### config.mk
export PLATFORM = sky130hd
export DESIGN_NAME = subpixel_coverage_glyph_render
export DESIGN_NICKNAME = d
export VERILOG_FILES = /design/src/rtl/core/scg_pkg.sv /design/src/rtl/core/scg_line_buf.sv /design/src/rtl/core/subpixel_coverage_glyph_render.sv
export SDC_FILE = /design/constraint.sdc
export NUM_CORES = 2
export LEC_CHECK = 0
export ABC_CLOCK_PERIOD_IN_PS = 7000
export BUFFER_PORTS_ARGS = -buffer_cell sky130_fd_sc_hd__buf_2
export CAP_MARGIN = 10
export CORE_MARGIN = 3
export CORE_UTILIZATION = 29
export CTS_CLUSTER_SIZE = 20
export DETAILED_ROUTE_END_ITERATION = 16
export PLACE_DENSITY = 0.44
export SYNTH_ARGS = -nofsm -noshare
export SYNTH_HDL_FRONTEND = slang
export SYNTH_SLANG_ARGS = --single-unit
### constraint.sdc
create_clock -name clk_i -period 7 [get_ports clk_i]
set_clock_uncertainty 0.2 [all_clocks]
set_input_delay 0.7 -clock clk_i [delete_from_list [all_inputs] [get_ports clk_i]]
set_output_delay 0.7 -clock clk_i [all_outputs]
set_load 0.1 [all_outputs]
### src/rtl/core/scg_pkg.sv
// ----------------------------------------------------------------------------
// scg_pkg
// Shared widths, register codes, reset values and mask and bit-count helpers for the
// subpixel coverage glyph renderer.
// ----------------------------------------------------------------------------
package scg_pkg;

  localparam int unsigned TexelW   = 16;
  localparam int unsigned GrayW    = 8;
  localparam int unsigned IndexW   = 24;
  localparam int unsigned CfgIdxW  = 3;
  localparam int unsigned CfgDataW = 13;
  localparam int unsigned DimW     = 9;
  localparam int unsigned ShiftW   = 2;
  localparam int unsigned OffsW    = 12;
  localparam int unsigned StrideW  = 13;
  localparam int unsigned CountW   = 5;

  localparam int unsigned DefMaxWidth  = 256;
  localparam int unsigned DefMaxHeight = 256;

  localparam logic [DimW-1:0]    GlyphWidthReset  = 9'd16;
  localparam logic [DimW-1:0]    GlyphHeightReset = 9'd16;
  localparam logic [StrideW-1:0] DestStrideReset  = 13'd256;

  localparam logic [GrayW-1:0]  GrayFull  = 8'd255;
  localparam logic [CountW-1:0] CountFull = 5'd16;

  typedef enum logic [CfgIdxW-1:0] {
    CfgGlyphWidth  = 3'd0,
    CfgGlyphHeight = 3'd1,
    CfgShiftX      = 3'd2,
    CfgShiftY      = 3'd3,
    CfgDestLeft    = 3'd4,
    CfgDestTop     = 3'd5,
    CfgDestStride  = 3'd6
  } cfg_reg_e;

  function automatic logic [TexelW-1:0] keep_cols(input logic [ShiftW-1:0] shift);
    logic [TexelW-1:0] m;
    case (shift)
      2'd0:    m = 16'hffff;
      2'd1:    m = 16'h7777;
      2'd2:    m = 16'h3333;
      default: m = 16'h1111;
    endcase
    return m;
  endfunction

  function automatic logic [TexelW-1:0] keep_rows(input logic [ShiftW-1:0] shift);
    logic [TexelW-1:0] m;
    case (shift)
      2'd0:    m = 16'hffff;
      2'd1:    m = 16'h0fff;
      2'd2:    m = 16'h00ff;
      default: m = 16'h000f;
    endcase
    return m;
  endfunction

  function automatic logic [CountW-1:0] popcount16(input logic [TexelW-1:0] v);
    logic [2:0]        nib [4];
    logic [CountW-1:0] sum;
    for (int n = 0; n < 4; n++) begin
      nib[n] = 3'(v[4*n]) + 3'(v[4*n+1]) + 3'(v[4*n+2]) + 3'(v[4*n+3]);
    end
    sum = CountW'(nib[0]) + CountW'(nib[1]) + CountW'(nib[2]) + CountW'(nib[3]);
    return sum;
  endfunction

endpackage

### src/rtl/core/scg_line_buf.sv
// ----------------------------------------------------------------------------
// scg_line_buf
// Line buffer holding the previous texel row, registered read
// with write-to-read forwarding for the same entry.
// ----------------------------------------------------------------------------
module scg_line_buf #(
  parameter int unsigned Depth = scg_pkg::DefMaxWidth
) (
  input  logic                        clk_i,
  input  logic                        rst_ni,
  input  logic                        we_i,
  input  logic [$clog2(Depth)-1:0]    waddr_i,
  input  logic [scg_pkg::TexelW-1:0]  wdata_i,
  input  logic [$clog2(Depth)-1:0]    raddr_i,
  output logic [scg_pkg::TexelW-1:0]  rdata_o
);
  import scg_pkg::*;

  logic [TexelW-1:0] mem [Depth];
  logic [TexelW-1:0] rdata_q;
  logic [TexelW-1:0] fwd_data_q;
  logic              fwd_q;

  always_ff @(posedge clk_i) begin
    if (we_i) begin
      mem[waddr_i] <= wdata_i;
    end
    rdata_q    <= mem[raddr_i];
    fwd_data_q <= wdata_i;
  end

  always_ff @(posedge clk_i or negedge rst_ni) begin
    if (!rst_ni) begin
      fwd_q <= 1'b0;
    end else begin
      fwd_q <= we_i && (waddr_i == raddr_i);
    end
  end

  assign rdata_o = fwd_q ? fwd_data_q : rdata_q;

endmodule

### src/rtl/core/subpixel_coverage_glyph_render.sv
// pipeline: an accepted texel's result is registered in stage 1, then stage 2
// throughput: one texel per cycle while out_ready_i does not stall the output
// the line buffer read for the next column is issued ahead, from col_d
// reset: counters, neighbor texels, pipeline valids and registers to defaults
// reset: the line buffer is not cleared, rows are written before being read
// ----------------------------------------------------------------------------
// subpixel_coverage_glyph_render
// Glyph texel stream to gray level and destination index, using the left,
// upper and upper-left neighbors masked by a quarter-pixel shift.
// ----------------------------------------------------------------------------
module subpixel_coverage_glyph_render #(
  parameter int unsigned MaxWidth  = scg_pkg::DefMaxWidth,
  parameter int unsigned MaxHeight = scg_pkg::DefMaxHeight
) (
  input  logic                          clk_i,
  input  logic                          rst_ni,
  input  logic                          cfg_we_i,
  input  logic [scg_pkg::CfgIdxW-1:0]   cfg_idx_i,
  input  logic [scg_pkg::CfgDataW-1:0]  cfg_wdata_i,
  input  logic                          in_valid_i,
  output logic                          in_ready_o,
  input  logic [scg_pkg::TexelW-1:0]    texel_i,
  output logic                          out_valid_o,
  input  logic                          out_ready_i,
  output logic [scg_pkg::GrayW-1:0]     gray_o,
  output logic [scg_pkg::IndexW-1:0]    dest_index_o,
  output logic                          last_pixel_o
);
  import scg_pkg::*;

  localparam int unsigned ColW  = $clog2(MaxWidth);
  localparam int unsigned RowW  = (MaxHeight > 1) ? $clog2(MaxHeight) : 1;
  localparam int unsigned MaxWH = (MaxWidth > MaxHeight) ? MaxWidth : MaxHeight;
  localparam int unsigned LimW  = ($clog2(MaxWH + 1) > DimW) ? $clog2(MaxWH + 1) : DimW;
  localparam int unsigned SumW  = OffsW + 1;
  localparam int unsigned ProdW = SumW + StrideW;
  localparam logic [LimW-1:0] WidthMax  = LimW'(MaxWidth);
  localparam logic [LimW-1:0] HeightMax = LimW'(MaxHeight);

  logic [DimW-1:0]    glyph_width_q, glyph_height_q;
  logic [ShiftW-1:0]  shift_x_q, shift_y_q;
  logic [OffsW-1:0]   dest_left_q, dest_top_q;
  logic [StrideW-1:0] dest_stride_q;

  always_ff @(posedge clk_i or negedge rst_ni) begin
    if (!rst_ni) begin
      glyph_width_q  <= GlyphWidthReset;
      glyph_height_q <= GlyphHeightReset;
      shift_x_q      <= '0;
      shift_y_q      <= '0;
      dest_left_q    <= '0;
      dest_top_q     <= '0;
      dest_stride_q  <= DestStrideReset;
    end else if (cfg_we_i) begin
      unique case (cfg_reg_e'(cfg_idx_i))
        CfgGlyphWidth:  glyph_width_q  <= cfg_wdata_i[DimW-1:0];
        CfgGlyphHeight: glyph_height_q <= cfg_wdata_i[DimW-1:0];
        CfgShiftX:      shift_x_q      <= cfg_wdata_i[ShiftW-1:0];
        CfgShiftY:      shift_y_q      <= cfg_wdata_i[ShiftW-1:0];
        CfgDestLeft:    dest_left_q    <= cfg_wdata_i[OffsW-1:0];
        CfgDestTop:     dest_top_q     <= cfg_wdata_i[OffsW-1:0];
        CfgDestStride:  dest_stride_q  <= cfg_wdata_i[StrideW-1:0];
        default: ;
      endcase
    end
  end

  // handshake and pipeline valids
  logic s1_valid_q, s2_valid_q;
  logic s1_ready, s2_ready, accept;

  assign s2_ready   = !s2_valid_q || out_ready_i;
  assign s1_ready   = !s1_valid_q || s2_ready;
  assign in_ready_o = s1_ready;
  assign accept     = in_valid_i && s1_ready;

  // position counters
  logic [LimW-1:0] width_ext, height_ext, w_eff, h_eff;
  logic [ColW-1:0] col_q, col_d;
  logic [RowW-1:0] row_q, row_d;
  logic            row_end, glyph_end;

  assign width_ext  = LimW'(glyph_width_q);
  assign height_ext = LimW'(glyph_height_q);
  assign w_eff = (width_ext == '0) ? LimW'(1) :
                 (width_ext > WidthMax) ? WidthMax : width_ext;
  assign h_eff = (height_ext == '0) ? LimW'(1) :
                 (height_ext > HeightMax) ? HeightMax : height_ext;

  assign row_end   = (LimW'(col_q) + LimW'(1)) >= w_eff;
  assign glyph_end = row_end && ((LimW'(row_q) + LimW'(1)) >= h_eff);

  always_comb begin
    col_d = col_q;
    row_d = row_q;
    if (accept) begin
      if (row_end) begin
        col_d = '0;
        row_d = glyph_end ? '0 : row_q + RowW'(1);
      end else begin
        col_d = col_q + ColW'(1);
      end
    end
  end

  // neighbor texels
  logic [TexelW-1:0] above_raw, left_q, upper_left_q;

  scg_line_buf #(
    .Depth (MaxWidth)
  ) u_line_buf (
    .clk_i   (clk_i),
    .rst_ni  (rst_ni),
    .we_i    (accept),
    .waddr_i (col_q),
    .wdata_i (texel_i),
    .raddr_i (col_d),
    .rdata_o (above_raw)
  );

  always_ff @(posedge clk_i or negedge rst_ni) begin
    if (!rst_ni) begin
      col_q        <= '0;
      row_q        <= '0;
      left_q       <= '0;
      upper_left_q <= '0;
    end else begin
      col_q <= col_d;
      row_q <= row_d;
      if (accept) begin
        left_q       <= texel_i;
        upper_left_q <= above_raw;
      end
    end
  end

  // coverage count
  logic [TexelW-1:0] left_nb, above_nb, above_left_nb, kc, kr, merged;
  logic [CountW-1:0] count;

  assign left_nb       = (col_q != '0) ? left_q : '0;
  assign above_nb      = (row_q != '0) ? above_raw : '0;
  assign above_left_nb = ((col_q != '0) && (row_q != '0)) ? upper_left_q : '0;
  assign kc = keep_cols(shift_x_q);
  assign kr = keep_rows(shift_y_q);
  assign merged = (texel_i & kc & kr) | (left_nb & ~kc & kr) |
                  (above_nb & kc & ~kr) | (above_left_nb & ~kc & ~kr);
  assign count  = popcount16(merged);

  // destination index, first half
  logic [SumW-1:0]  row_abs, col_abs;
  logic [ProdW-1:0] prod_full;

  assign row_abs   = SumW'(dest_top_q) + SumW'(row_q);
  assign col_abs   = SumW'(dest_left_q) + SumW'(col_q);
  assign prod_full = ProdW'(row_abs) * ProdW'(dest_stride_q);

  // stage 1
  logic [CountW-1:0] s1_count_q;
  logic [IndexW-1:0] s1_prod_q;
  logic [SumW-1:0]   s1_offs_q;
  logic              s1_last_q;

  always_ff @(posedge clk_i or negedge rst_ni) begin
    if (!rst_ni) begin
      s1_valid_q <= 1'b0;
    end else if (s1_ready) begin
      s1_valid_q <= accept;
    end
  end

  always_ff @(posedge clk_i) begin
    if (accept) begin
      s1_count_q <= count;
      s1_prod_q  <= prod_full[IndexW-1:0];
      s1_offs_q  <= col_abs;
      s1_last_q  <= glyph_end;
    end
  end

  // stage 2, output word
  logic [GrayW-1:0]  gray_q;
  logic [IndexW-1:0] index_q;
  logic              last_q;

  always_ff @(posedge clk_i or negedge rst_ni) begin
    if (!rst_ni) begin
      s2_valid_q <= 1'b0;
    end else if (s2_ready) begin
      s2_valid_q <= s1_valid_q;
    end
  end

  always_ff @(posedge clk_i) begin
    if (s2_ready && s1_valid_q) begin
      gray_q  <= (s1_count_q == CountFull) ? GrayFull : GrayW'({s1_count_q[3:0], 4'h0});
      index_q <= s1_prod_q + IndexW'(s1_offs_q);
      last_q  <= s1_last_q;
    end
  end

  assign out_valid_o  = s2_valid_q;
  assign gray_o       = gray_q;
  assign dest_index_o = index_q;
  assign last_pixel_o = last_q;

endmodule

==> metrics.md <==
| Metric | Value |
|---|---|
| Outcome | `finished, violations left` |
| Failing checks | `setup timing` |
| First-pass GRT wire length | `between 600 and 700 mm` |
| Routed Antenna Nets | `0` |
| Period minus WS final | `7.07 ns` |
| # clock sinks | `3268` |
| Vias in the first global route | `87000` |
| H-tree depth | `5` |
| RSZ-0062 raised after global routing | `yes` |
| TritonCTS clock tree | `done` |
| Final HPWL DP | `310 mm` |
| Cells after Synth | `10500` |
| I/O pin count | `72` |
| Layout Utilization | `0.343` |
| Number of setup violations in the final report | `1` |
| Total grt overflow | `0` |
| Slowest cell on crit path | `fa_1` |
| Period utilization | `1.01` |
| Final setup TNS | `-0.0659 ns` |
| Setup ws final | `-0.0659 ns` |
| DRC viols | `0` |
| EDFF count, synth | `3145` |
| Clock Latency Late Sink | `0.96 ns` |
| Cell area power density | `520 nW/um^2` |
| Vias | `90400` |
| Root buf cell | `clkbuf_16` |
| Routed Wire Length | `slightly below 500 mm` |
| Lkg Pwr | `54.9 nW` |
| Cell Rows | `250` |
| CTS Buf Count | `369` |
| Yosys warns | `0` |
| Initial antenna violation count | `46` |
| Slew @ Worst Pin | `1.24 ns` |
| GRT Util Overall | `0.198` |
| Setup WS pre-CTS | `-0.264 ns` |
| GPL Wtd Cong | `0.874` |
| Share of cells above drive strength 1 | `0.128` |
| Max VDD drop | `0.845 mV` |
| I/O Buffers | `71` |
| Most instantiated cells after synthesis | `3145 x edfxtp_1, 2901 x nand2_1, 1120 x nand3_1` |
| Top FF cell, synth | `edfxtp_1` |
| Largest net degree at the start of global routing | `138` |
| F_max | `142 MHz` |
| CP Capture Type | `register` |
| Core area | `465000 sq um` |
| Final #Nets | `between 10000 and 15000` |
| Max Buffers Root-to-Sink | `4` |
| Synth area leader | `edfxtp_1` |
| DRC marker count from the first detailed-route iteration | `around 11000` |
| Slew margin rel. | `0.166` |
| Required time of the worst setup path | `7.46 ns` |
| Worst Path Max Fanout | `4` |
| Fillers | `45600` |
| Kind of start point of the critical path | `register` |
| Die width | `691 microns` |
| Area Overhead vs Synth | `17.3%` |
| Wire per inst | `27.8 microns` |
| Slew Viols, Final | `0` |
| Final Hold Viols | `0` |
| Ys async rst share | `0.0303` |
| Drt pass-1 iters | `6` |
| Sequential area share after synthesis | `0.716` |
| Top-area cell type share of the netlist area | `0.695` |
| Final Power | `about 0.083 W` |
| Die Area | `approximately 480000 sq um` |
| Syn nets | `10800` |
| Reg clk slew, reported paths | `around 0.06 ns` |
| Crit path kind | `reg -> reg` |
| Max_cap viols | `0` |
| Initial Util | `0.292` |
| Syn Area/Cell | `12.9 sq um` |
| Yosys cell types | `between 80 and 90` |
| Placed cell area | `147000 sq um` |
| #FFs+latches synth | `3268` |
| Post-Syn Area | `136000 sq um` |
| Most frequent CP cell | `fa_1` |
| Largest cells by area after synthesis | `edfxtp_1 69%, nand2_1 8.0%, nand3_1 4.1%` |
| Vias per inst | `5.15` |
| Design Area, Final | `160000 sq um` |
| Crit path DAT | `around 7.5 ns` |
| Die Span Y | `691 microns` |
| Type of the most critical hold path | `in -> async` |
| Top-count cell post-synth | `edfxtp_1` |
| Critical path's largest stage delay | `approximately 0.50 ns` |
-- registers in the layout, indices dropped and copies added, names as in the netlist, 9 cells and up --
signal and flops:
left_q 12, dest_index_o 24, u_line_buf.fwd_data_q 12, s1_prod_q 24, s1_offs_q 13, glyph_height_q 9
dest_left_q 12, u_line_buf.rdata_q 12, dest_stride_q 13, glyph_width_q 9, u_line_buf.mem 3072, dest_top_q 12
upper_left_q 9
-- placed cells by master, fill, tap and decap left out, types with 56 or more instances in the layout --
master     Yosys  routed
nor2_1       337     318
o22ai_1       69      69
o21ai_0       90      86
ha_1         120     110
nand4_1      184     184
clkbuf_1     192      68
clkinv_1       4      91
clkinv_2       0      74
and2_1        94      90
a32oi_1       96      96
edfxtp_1    3145    3145
a21oi_1      156     147
mux2i_1      148     148
nand2_1     2901    2884
fa_1         133     131
inv_1        202     193
clkbuf_16      0     373
buf_4         20     615
and3_1        65      65
a31oi_1      341     340
buf_2        329      59
nand3_1     1120    1113
mux2_2        56      56
dfrtp_1       96      96
-- timing repair --
action / CTS / global route
hold endpoints to repair: 295 / 0
gates resized for setup: 24 / 25
gates cloned: 0 / 0
hold buffers: 30 / 0
setup buffers: 5 / 11
pin swaps: 32 / 49
endpoints found under the setup margin: 4 / 8
-- worst max-delay path, delay by kind of cell (launching register included) --
kind | cells | cell delay, ns
fa+ha+maj | 7 | 2.92
simple gates | 4 | 0.38
xor+xnor | 2 | 0.27
compound gates | 11 | 2.15
buf+inv | 6 | 0.47
flops | 1 | 0.38
-- routing by layer --
layer,track usage,part of all wire,vias to the layer above
li1,-,-,39500
met1,0.277,0.43,46500
met2,0.308,0.45,3700
met3,0.0377,0.080,714
met4,0.0658,0.035,16
met5,0,0.00032,-
-- metrics by stage --
step	std cells	hold slack [ns]
after floorplan	10500	0.200
after detailed placement	16800	0.253
after global routing	17500	0.0538
after CTS	17500	0.00240
after global placement	16800	0.259
final	17500	0.0725
-- path summary, 6_finish.rpt --
path / slack (ns) / cells past startpoint / from / endpoint
hold / removal: 0.07 / 2 / rst_ni / dest_left_q[11]
setup reg to reg: -0.07 / 30 / dest_top_q[0] / s1_prod_q[22]
hold reg to reg: 0.26 / 0 / s1_last_q / last_pixel_o
min in group clk_i: 0.09 / 3 / cfg_we_i / shift_y_q[1]
max in group asynchronous: 5.16 / 3 / rst_ni / upper_left_q[11]
setup / recovery: -0.07 / 30 / dest_top_q[0] / s1_prod_q[22]
-- layout make-up --
type                       instances  area [sq um]  share of cell area
inverter                         211           838             0.00526
timing repair buffer             777          6530              0.0409
clock inverter                   223          1930              0.0121
sequential                      3268         97400               0.611
multi-input combinational       6414         35300               0.221
antenna                           28          70.1            0.000439
clock buffer                     449          9700              0.0608
tap                             6174          7720              0.0484
-- cell families after synthesis --
family,after synthesis,synth area share
buffers and inverters,862,0.0280
AO/OA/AOI/OAI,1027,0.0510
XOR/XNOR,79,0.00509
AND/OR/NAND/NOR,4851,0.153
flip-flops,3268,0.716
multiplexers,204,0.0155
adder cells (fa/ha/maj),253,0.0306
-- power by group --
part	switching (W)	internal, W
logic	0.0272	0.0139
registers	0.000332	0.0226
clock network	0.00810	0.0108
(Power assumes the default switching activity.)
